**src/hw/rtl/atab_pkg.sv**
```systemverilog
// ----------------------------------------------------------------------------
// atab_pkg: shared types and constants
// Field widths, default batch size and the job record for the batcher.
// ----------------------------------------------------------------------------
package atab_pkg;
	localparam int TimeW = 32;
	localparam int AngleW = 24;
	localparam int RateW = 32;
	localparam int AccelW = 31;
	localparam int DefaultBatchSize = 5;
	localparam int DivNumW = 46;
	localparam logic [9:0] Scale = 10'd1000;

	typedef struct packed {
		logic              is_accel;
		logic [TimeW-1:0]  sample_time;
		logic [TimeW-1:0]  gap;
		logic signed [RateW:0] diff;
	} job_t;
endpackage

```
**src/hw/rtl/atab_front.sv**
```systemverilog
// ----------------------------------------------------------------------------
// atab_front: sample classification
// Tracks history, forms the gap and angle difference, and queues a velocity
// job for each sample that needs one.
// ----------------------------------------------------------------------------
module atab_front import atab_pkg::*; (
	input  logic                     clk,
	input  logic                     arst_n,
	input  logic                     in_valid,
	output logic                     in_ready,
	input  logic [TimeW-1:0]         in_time,
	input  logic signed [AngleW-1:0] in_angle,
	output logic                     job_valid,
	output job_t                     job,
	input  logic                     done
);
	logic [1:0] stage_q;
	logic busy_q;
	logic signed [AngleW-1:0] prev_angle_q;
	logic [TimeW-1:0] prev_time_q;
	logic [TimeW-1:0] gap;
	logic take;

	assign gap = in_time - prev_time_q;
	assign in_ready = !busy_q;
	assign take = in_valid && in_ready;
	assign job_valid = busy_q;

	always_ff @(posedge clk or negedge arst_n) begin
		if (!arst_n) begin
			stage_q <= 2'd0;
			busy_q <= 1'b0;
		end else begin
			if (take && stage_q != 2'd0 && gap != '0) begin
				busy_q <= 1'b1;
				if (stage_q == 2'd1) stage_q <= 2'd2;
			end else if (take && stage_q == 2'd0) begin
				stage_q <= 2'd1;
			end
			if (busy_q && done) busy_q <= 1'b0;
		end
	end

	always_ff @(posedge clk) begin
		if (take && (stage_q == 2'd0 || gap != '0)) begin
			prev_angle_q <= in_angle;
			prev_time_q <= in_time;
		end
		if (take) begin
			job.is_accel <= (stage_q == 2'd2);
			job.sample_time <= in_time;
			job.gap <= gap;
			job.diff <= (RateW+1)'(in_angle) - (RateW+1)'(prev_angle_q);
		end
	end

	assert property (@(posedge clk) disable iff (!arst_n) busy_q |-> !in_ready)
		else $error("front accepted while busy");
	assert property (@(posedge clk) disable iff (!arst_n)
		(take && stage_q == 2'd0) |=> !busy_q) else $error("first sample made a job");
	assert property (@(posedge clk) disable iff (!arst_n)
		busy_q |-> stage_q != 2'd0) else $error("job without history");
endmodule

```
**src/hw/rtl/atab_div.sv**
```systemverilog
// ----------------------------------------------------------------------------
// atab_div: iterative scaled divider
// Computes sat32(trunc(num * 1000 / gap)) one quotient bit per cycle.
// ----------------------------------------------------------------------------
module atab_div import atab_pkg::*; (
	input  logic                   clk,
	input  logic                   arst_n,
	input  logic                   start,
	input  logic signed [RateW:0]  num,
	input  logic [TimeW-1:0]       den,
	output logic                   busy,
	output logic                   fin,
	output logic signed [RateW-1:0] quo
);
	logic [DivNumW-1:0] q_q;
	logic [TimeW:0] r_q;
	logic [TimeW-1:0] d_q;
	logic neg_q, run_q, fin_q;
	logic [5:0] cnt_q;
	logic [RateW:0] mag;
	logic [DivNumW-1:0] prod;
	logic [TimeW:0] rs, rt;
	logic [DivNumW-1:0] m;

	assign mag = num[RateW] ? -num : num;
	assign prod = DivNumW'(mag) * DivNumW'(Scale);
	assign rs = {r_q[TimeW-1:0], q_q[DivNumW-1]};
	assign rt = rs - {1'b0, d_q};
	assign busy = run_q;
	assign fin = fin_q;

	always_ff @(posedge clk or negedge arst_n) begin
		if (!arst_n) begin
			run_q <= 1'b0;
			fin_q <= 1'b0;
			cnt_q <= '0;
		end else begin
			fin_q <= 1'b0;
			if (start) begin
				run_q <= 1'b1;
				cnt_q <= 6'(DivNumW);
			end else if (run_q) begin
				cnt_q <= cnt_q - 6'd1;
				if (cnt_q == 6'd1) begin
					run_q <= 1'b0;
					fin_q <= 1'b1;
				end
			end
		end
	end

	always_ff @(posedge clk) begin
		if (start) begin
			q_q <= prod;
			r_q <= '0;
			d_q <= den;
			neg_q <= num[RateW];
		end else if (run_q) begin
			if (!rt[TimeW]) begin
				r_q <= rt;
				q_q <= {q_q[DivNumW-2:0], 1'b1};
			end else begin
				r_q <= rs;
				q_q <= {q_q[DivNumW-2:0], 1'b0};
			end
		end
	end

	always_comb begin
		m = q_q;
		if (!neg_q) quo = (m > DivNumW'(32'h7FFF_FFFF)) ? 32'sh7FFF_FFFF : RateW'(m);
		else if (m >= DivNumW'(33'h0_8000_0000)) quo = 32'sh8000_0000;
		else quo = -RateW'(m);
	end

	assert property (@(posedge clk) disable iff (!arst_n) fin |-> !busy)
		else $error("finish while busy");
	assert property (@(posedge clk) disable iff (!arst_n) start |=> busy)
		else $error("start ignored");
	assert property (@(posedge clk) disable iff (!arst_n) fin |-> $past(busy))
		else $error("spurious finish");
endmodule

```
**src/hw/rtl/atab_back.sv**
```systemverilog
// ----------------------------------------------------------------------------
// atab_back: rate computation and batching
// Runs the velocity and acceleration divisions, stores kept points and
// streams out a full batch.
// ----------------------------------------------------------------------------
module atab_back import atab_pkg::*; #(
	parameter int BatchSize = DefaultBatchSize
) (
	input  logic              clk,
	input  logic              arst_n,
	input  logic              job_valid,
	input  job_t              job,
	output logic              done,
	output logic              out_valid,
	input  logic              out_ready,
	output logic [TimeW-1:0]  out_time,
	output logic [AccelW-1:0] out_accel,
	output logic              out_last
);
	localparam int IdxW = (BatchSize > 1) ? $clog2(BatchSize) : 1;
	localparam int FillW = $clog2(BatchSize + 1);

	typedef enum logic [4:0] {
		ST_IDLE = 5'b00001, ST_VEL = 5'b00010, ST_ACC = 5'b00100,
		ST_EMIT = 5'b01000, ST_DONE = 5'b10000
	} state_t;

	state_t st_q;
	logic signed [RateW-1:0] prev_vel_q, vel_q;
	logic [FillW-1:0] fill_q;
	logic [IdxW-1:0] rd_q;
	logic start, dbusy, dfin;
	logic signed [RateW:0] num;
	logic signed [RateW-1:0] quo;
	logic [TimeW-1:0] tstore_q [BatchSize];
	logic [AccelW-1:0] astore_q [BatchSize];

	assign start = (st_q == ST_IDLE && job_valid) || (st_q == ST_VEL && dfin && job.is_accel);
	assign num = (st_q == ST_IDLE) ? job.diff :
		(RateW+1)'(quo) - (RateW+1)'(prev_vel_q);

	atab_div u_div (.clk, .arst_n, .start, .num, .den(job.gap),
		.busy(dbusy), .fin(dfin), .quo);

	assign done = (st_q == ST_DONE);
	assign out_valid = (st_q == ST_EMIT);
	assign out_time = tstore_q[rd_q];
	assign out_accel = astore_q[rd_q];
	assign out_last = (32'(rd_q) == BatchSize - 1);

	always_ff @(posedge clk or negedge arst_n) begin
		if (!arst_n) begin
			st_q <= ST_IDLE;
			prev_vel_q <= '0;
			vel_q <= '0;
			fill_q <= '0;
			rd_q <= '0;
		end else begin
			case (st_q)
				ST_IDLE: if (job_valid) st_q <= ST_VEL;
				ST_VEL: if (dfin) begin
					if (job.is_accel) begin
						vel_q <= quo;
						st_q <= ST_ACC;
					end else begin
						prev_vel_q <= quo;
						st_q <= ST_DONE;
					end
				end
				ST_ACC: if (dfin) begin
					prev_vel_q <= vel_q;
					if (!quo[RateW-1]) begin
						if (32'(fill_q) == BatchSize - 1) begin
							fill_q <= '0;
							rd_q <= '0;
							st_q <= ST_EMIT;
						end else begin
							fill_q <= fill_q + 1'b1;
							st_q <= ST_DONE;
						end
					end else st_q <= ST_DONE;
				end
				ST_EMIT: if (out_ready) begin
					if (out_last) st_q <= ST_DONE;
					else rd_q <= rd_q + 1'b1;
				end
				ST_DONE: st_q <= ST_IDLE;
				default: st_q <= ST_IDLE;
			endcase
		end
	end

	always_ff @(posedge clk) begin
		if (st_q == ST_ACC && dfin && !quo[RateW-1]) begin
			tstore_q[IdxW'(fill_q)] <= job.sample_time;
			astore_q[IdxW'(fill_q)] <= quo[AccelW-1:0];
		end
	end

	assert property (@(posedge clk) disable iff (!arst_n) out_valid |-> !dbusy)
		else $error("emit during division");
	assert property (@(posedge clk) disable iff (!arst_n)
		(out_valid && !out_ready) |=> out_valid && $stable(rd_q)) else $error("emit moved");
	assert property (@(posedge clk) disable iff (!arst_n) 32'(fill_q) < BatchSize)
		else $error("fill overrun");
endmodule

```
**src/hw/rtl/angle_to_acceleration_batcher.sv**
```systemverilog
// ----------------------------------------------------------------------------
// angle_to_acceleration_batcher: acceleration estimator with batching
// Estimates acceleration from timestamped angles and emits batches of points.
// ----------------------------------------------------------------------------
// Usage: samples enter on the s_axis group; tdata holds the time in the low
// 32 bits and the signed angle above it. Points leave on the m_axis group,
// tdata holding the time, then the 31-bit acceleration; tlast marks the
// final point of each batch. One sample is taken at a time. A first sample
// or one with a zero time gap makes no division job. A second sample runs
// one division of 46 steps, plus the hand-over, before the next one can be
// taken. A later one takes two divisions in turn on the one bit-serial
// divider. A full batch then adds BatchSize transfers at the pace of the
// receiver; a stalled receiver holds the block and the front queue slot
// until the batch has gone. Reset clears the history and the batch fill;
// stored points need no clearing.
// ----------------------------------------------------------------------------
module angle_to_acceleration_batcher import atab_pkg::*; #(
	parameter int BatchSize = DefaultBatchSize
) (
	input  logic        clk,
	input  logic        arst_n,
	input  logic        s_axis_tvalid,
	output logic        s_axis_tready,
	input  logic [63:0] s_axis_tdata,  // sample_time_ms[31:0], angle[55:32], zeros
	output logic        m_axis_tvalid,
	input  logic        m_axis_tready,
	output logic [63:0] m_axis_tdata,  // point_time_ms[31:0], acceleration[62:32], zero
	output logic        m_axis_tlast
);
	logic job_valid, done;
	job_t job;
	logic [TimeW-1:0] out_time;
	logic [AccelW-1:0] out_accel;

	atab_front u_front (.clk, .arst_n, .in_valid(s_axis_tvalid), .in_ready(s_axis_tready),
		.in_time(s_axis_tdata[31:0]), .in_angle(s_axis_tdata[55:32]),
		.job_valid, .job, .done);

	atab_back #(.BatchSize(BatchSize)) u_back (.clk, .arst_n, .job_valid, .job, .done,
		.out_valid(m_axis_tvalid), .out_ready(m_axis_tready), .out_time, .out_accel,
		.out_last(m_axis_tlast));

	assign m_axis_tdata = {1'b0, out_accel, out_time};
endmodule
```
**config.mk**
```make
export PLATFORM = sky130hd
export DESIGN_NAME = angle_to_acceleration_batcher
export DESIGN_NICKNAME = d
export VERILOG_FILES = /design/src/hw/rtl/atab_pkg.sv /design/src/hw/rtl/atab_front.sv /design/src/hw/rtl/atab_div.sv /design/src/hw/rtl/atab_back.sv /design/src/hw/rtl/angle_to_acceleration_batcher.sv
export SDC_FILE = /design/constraint.sdc
export NUM_CORES = 1
export LEC_CHECK = 0
export BUFFER_PORTS_ARGS = -buffer_cell sky130_fd_sc_hd__buf_2
export CAP_MARGIN = 20
export CORE_MARGIN = 3
export CORE_UTILIZATION = 35
export DETAILED_ROUTE_END_ITERATION = 8
export HOLD_SLACK_MARGIN = 0.15
export SLEW_MARGIN = 25
export SYNTH_ARGS = -nofsm -noshare
export SYNTH_HDL_FRONTEND = slang
export SYNTH_HIERARCHICAL = 1
export SYNTH_SLANG_ARGS = --single-unit
export TNS_END_PERCENT = 5
```
**constraint.sdc**
```tcl
create_clock -name clk -period 15.9 [get_ports clk]
set_clock_uncertainty 0.1 [all_clocks]
set_input_delay 1.59 -clock clk [delete_from_list [all_inputs] [get_ports clk]]
set_output_delay 1.59 -clock clk [all_outputs]
set_load 0.02 [all_outputs]
```
==> impl_metrics.env, run 1 <==
export IMPL_status="complete, no violations"
export IMPL_overflow=0
export IMPL_numPortBuffers=125
export IMPL_post_cts_buffers=0
export IMPL_dieArea_um2=115000
export IMPL_synth_seq_cells=658
export IMPL_critPathSlowestCell="xor2_1"
export IMPL_die_h_um=339
export IMPL_cp_buffers_inverters=5
export IMPL_drt_initial_drc_count=1846
export IMPL_start_util=0.355
export IMPL_drt_first_pass_iters=5
export IMPL_cts_repair_resized=0
export IMPL_cap_violations=0
export IMPL_final_setup_tns_ns=0
export IMPL_via_per_inst=5.16
export IMPL_hold_viol_final=0
export IMPL_vias=25552
export IMPL_worstSkewPairLatency_ns=0.63
export IMPL_drc=0
export IMPL_synth_area_leaders="edfxtp_1, ha_1, dfrtp_1"
export IMPL_dpl_worst_slack_ns=3.95
export IMPL_synthesis_nets=3672
export IMPL_synth_most_common_cell="edfxtp_1"
export IMPL_drive_gt1_frac=0.156
export IMPL_min_period_over_period=0.760
export IMPL_rsz0062_at_grt="no"
export IMPL_grt_max_degree=77
export IMPL_yosysWarnings=6
export IMPL_yosys_area_top_type_share=0.413
export IMPL_tritoncts="built"
export IMPL_rows=121
export IMPL_cp_data_arrival_time_ns=12.36
export IMPL_postCtsHoldBufs=0
export IMPL_ys_seq_area_frac=0.488
export IMPL_crit_required_ns=16.17
export IMPL_critPathKind="reg -> reg"
export IMPL_cp_start_kind="flop"
export IMPL_gp_congestion=0.861
export IMPL_die_width_um=339
export IMPL_worst_pin_slew_ns=1.02
export IMPL_area_growth_pct=12.3
export IMPL_path_clk_slew_ns=0.06
export IMPL_finalSetupViolations=0
export IMPL_hp_class="reg -> reg"
export IMPL_clock_sinks=658
export IMPL_cp_end_kind="flop"
export IMPL_wl_per_cell_um=18.1
export IMPL_cts_max_path_buffers=3
export IMPL_ys_flop_type="edfxtp_1"
export IMPL_fin_nets=3784
export IMPL_core_um2=109000
export IMPL_relSlewSlack=0.315
export IMPL_path_delay_family="compound AO/OA/AOI/OAI gates"
export IMPL_clockRootBuffer="clkbuf_16"
export IMPL_postRouteAntennaNets=0
export IMPL_ys_types=115
export IMPL_crit_fanout=20
export IMPL_synth_avg_cell_area_um2=11.8
export IMPL_htree_levels=3
export IMPL_ioPinCount=135
export IMPL_slowest_delay_ns=0.82
export IMPL_grt_pass1_vias=25044
export IMPL_synth_edff_count=534
export IMPL_dpl_hpwl_mm=64.1
export IMPL_grt_antenna_before_repair=2
export IMPL_setup_ws_ns=3.81
export IMPL_totalWireLength_mm=89.6
export IMPL_cts_buffers=73
export IMPL_async_reset_ff_frac=0.131
export IMPL_slew_violations=0
export IMPL_postSynthCellCount=3300
export IMPL_synth_area_um2=38900
export IMPL_period_needed_ns=12.09
export IMPL_track_usage=0.153
export IMPL_fmax_mhz=82.7
export IMPL_yosysTopAreaCell="edfxtp_1"
export IMPL_grt_first_pass_wirelength_mm=142
export IMPL_yosys_top_cells_count="edfxtp_1, inv_1, nand2_1"
[flip-flops by register name, summed over array words and instances, names as in the netlist]
| name | count |
|---|---|
| u_back/prev_vel_q | 32 |
| u_back/rd_q | 3 |
| u_front/prev_time_q | 32 |
| u_front/job | 90 |
| u_front/stage_q | 2 |
| u_back/u_div/m | 46 |
| u_back/st_q | 5 |
| u_front/job_valid | 1 |
| u_back/tstore_q | 160 |
| u_front/prev_angle_q | 24 |
| u_back/u_div/cnt_q | 6 |
| u_back/u_div/r_q | 32 |
| u_back/astore_q | 155 |
| u_back/fill_q | 3 |
| u_back/u_div/busy | 1 |
| u_back/u_div/d_q | 32 |
| u_back/u_div/fin | 1 |
| u_back/u_div/neg_q | 1 |
| u_back/vel_q | 32 |
[per-layer routing]
metal,global-route usage,up-vias,part of all wire
li1,-,12350,-
met1,0.210,12620,0.46
met2,0.254,464,0.48
met3,0.0210,116,0.040
met4,0.0441,2,0.023
met5,0,-,0.00022
[logic make-up after synthesis]
kind of cell	Yosys count	synth area share
AOI/OAI and AO/OA	726	0.125
xor gates and xnor gates	195	0.0456
adders and majority gates	314	0.121
buffers and inverters	431	0.0438
DFF	658	0.488
muxes	228	0.0821
other	1	0.0000965
and+or+nand+nor	747	0.0954
[path summary, 6_finish.rpt]
check | start | to | slack (ns) | cells past startpoint
setup / recovery | u_back/u_div/m[0] | u_back/u_div/m[39] | 3.81 | 36
hold / removal | u_front/job[50] | u_back/u_div/d_q[17] | 0.32 | 0
setup reg to reg | u_back/u_div/m[0] | u_back/u_div/m[39] | 3.81 | 36
hold reg to reg | u_front/job[50] | u_back/u_div/d_q[17] | 0.32 | 0
max in group asynchronous | arst_n | u_back/rd_q[2] | 13.72 | 2
min in group asynchronous | arst_n | u_back/prev_vel_q[5] | 0.80 | 1
[cell usage in the layout (no fill, tap or decap), types with 75 or more instances in the layout]
cell | synthesis | routed
buf_2 | 14 | 124
a21oi_1 | 165 | 163
dfrtp_1 | 85 | 81
o21ai_0 | 183 | 182
nand2_1 | 236 | 236
mux2_2 | 97 | 97
fa_1 | 104 | 104
edfxtp_1 | 534 | 534
nor2_1 | 175 | 175
inv_1 | 296 | 295
ha_1 | 200 | 200
clkbuf_16 | 0 | 75
xnor2_1 | 114 | 114
[metrics by stage]
stage	cell area (um^2)	std cells	hold WS [ns]	utilization
2_1_floorplan	38900	3300	0.300	-
3_3_place_gp	41200	4811	0.305	0.376
3_5_place_dp	41200	4812	0.306	0.377
4_1_cts	43600	4946	0.318	0.398
5_1_grt	43600	4947	0.320	0.399
6_report	43600	4948	0.316	0.399
[area by class of cell]
class                   instances  area [um^2]
diodes                          1         2.50
clock buffers                  92         1960
clock inverters                42          408
fillers                     10446        65800
inverters                     297         1120
multi-input cells            2211        18300
flip-flops and latches        658        19000
well taps                    1476         1850
repair buffers                171         1010
Power of run 1 is not shown: default switching activity piles up to over one toggle a cycle in this logic, so the estimate is an artifact.
==> run 2: changes to the inputs <==
==> constraint.sdc (replaced) <==
create_clock -name clk -period 11.2 [get_ports clk]
set_clock_uncertainty 0.1 [all_clocks]
set_input_delay 1.12 -clock clk [delete_from_list [all_inputs] [get_ports clk]]
set_output_delay 1.12 -clock clk [all_outputs]
set_load 0.02 [all_outputs]
==> impl_metrics.env, run 2 (synthesized netlist as in run 1, its figures left out) <==
export IMPL_vias=26165
export IMPL_grt_first_pass_wirelength_mm=147
export IMPL_crit_fanout=24
export IMPL_min_period_over_period=0.952
export IMPL_dp_cells=4985
export IMPL_tritoncts="built"
export IMPL_cp_start_kind="flop"
export IMPL_cts_max_path_buffers=3
export IMPL_post_cts_buffers=0
export IMPL_path_clk_slew_ns=0.06
export IMPL_most_common_layout_cells="edfxtp_1, inv_1, nand2_1, buf_4, ha_1"
export IMPL_final_setup_tns_ns=0
export IMPL_grt_pass1_vias=26456
export IMPL_totalWireLength_mm=91.9
export IMPL_fin_nets=3958
export IMPL_dieArea_um2=115000
export IMPL_grt_max_degree=72
export IMPL_slowest_delay_ns=0.56
export IMPL_fin_cells=5123
export IMPL_largest_reg_flops=160
export IMPL_clock_sinks=658
export IMPL_worst_pin_slew_ns=1.04
export IMPL_slew_violations=0
export IMPL_finalSetupViolations=0
export IMPL_drt_initial_drc_count=1712
export IMPL_postRouteAntennaNets=0
export IMPL_track_usage=0.159
export IMPL_drt_first_pass_iters=5
export IMPL_die_width_um=339
export IMPL_start_util=0.355
export IMPL_gp_congestion=0.868
export IMPL_worstSkewPairLatency_ns=0.62
export IMPL_rows=121
export IMPL_period_needed_ns=10.66
export IMPL_die_h_um=339
export IMPL_status="complete, no violations"
export IMPL_cp_data_arrival_time_ns=10.94
export IMPL_hold_viol_final=0
export IMPL_wl_per_cell_um=17.9
export IMPL_cap_violations=0
export IMPL_htree_levels=3
export IMPL_rsz0062_at_grt="no"
export IMPL_overflow=0
export IMPL_relSlewSlack=0.287
export IMPL_hp_class="in -> async"
export IMPL_dpl_hpwl_mm=66.7
export IMPL_fin_util=0.411
export IMPL_drive_gt1_frac=0.199
export IMPL_fmax_mhz=93.8
export IMPL_critPathSlowestCell="or4_4"
export IMPL_cts_buffers=73
export IMPL_ioPinCount=135
export IMPL_via_per_inst=5.11
export IMPL_numPortBuffers=125
export IMPL_final_common_cell="edfxtp_1"
export IMPL_top_regs="u_back/tstore_q (160), u_back/astore_q (155), u_front/job (90)"
export IMPL_crit_required_ns=11.48
export IMPL_drc=0
export IMPL_top_register="u_back/tstore_q"
export IMPL_core_um2=109000
export IMPL_critPathKind="reg -> reg"
export IMPL_area_growth_pct=15.9
export IMPL_grt_antenna_before_repair=3
export IMPL_clockRootBuffer="clkbuf_16"
export IMPL_cp_end_kind="flop"
==> run 2: changes by cell type in the layout (fill, tap and decap cells not counted), sizes merged <==
| cell | before | now |
|---|---|---|
| buf | 171 | 345 |
| bufinv | 5 | 7 |
| clkbuf | 92 | 88 |
| clkinv | 29 | 30 |
| clkinvlp | 4 | 5 |
| inv | 301 | 302 |
==> run 2: worst max-delay path, delay by kind of cell (launching register included) <==
kind / cells / cell delay, ns
XOR/XNOR: 2 / 0.45
AO/OA/AOI/OAI: 14 / 2.68
flip-flops: 1 / 0.42
AND/OR/NAND/NOR: 8 / 3.17
buffers and inverters: 6 / 0.87
adder cells (fa/ha/maj): 6 / 2.71
==> run 2: metal layers <==
layer	routed length [um]	vias to the layer above	global-route usage
met4	2030	2	0.0437
met2	44200	510	0.268
met5	13	-	0
met1	41200	12860	0.213
met3	4500	124	0.0250
li1	-	12669	-
==> run 2: cell type report <==
type	instances	area, um^2
clock buffer	88	1940
timing repair buffer	345	2350
inverter	297	1120
sequential	658	19000
clock inverter	47	482
multi-input combinational	2211	18300
tap	1476	1850
fill	10409	64400
antenna	1	2.50
==> run 2: path summary, 6_finish.rpt <==
kind	slack, ns	endpoint	depth (start not counted)	start
min	0.29	u_back/rd_q[2]	1	arst_n
max in group asynchronous	9.45	u_back/u_div/busy	2	arst_n
min reg2reg	0.32	u_back/u_div/d_q[17]	0	u_front/job[50]
min in group clk	0.32	u_back/u_div/d_q[17]	0	u_front/job[50]
max	0.54	u_back/u_div/m[39]	36	u_back/u_div/m[42]
max reg2reg	0.54	u_back/u_div/m[39]	36	u_back/u_div/m[42]
==> run 2: timing repair <==
| action | CTS | global route |
|---|---|---|
| gates resized for setup | 0 | 11 |
| hold buffers | 0 | 0 |
| endpoints found under the setup margin | 0 | 4 |
==> run 2: per-stage QoR <==
step                      setup WS, ns  hold WS (ns)  cell area [um^2]
final                            0.542         0.291             45000
after global routing            0.0144         0.274             45000
after CTS                        0.440         0.240             44900
after detailed placement         0.484         0.305             42500
after global placement           0.470         0.303             42500
after floorplan                  0.137         0.300             38900
Power of run 2 is left out for the same reason.
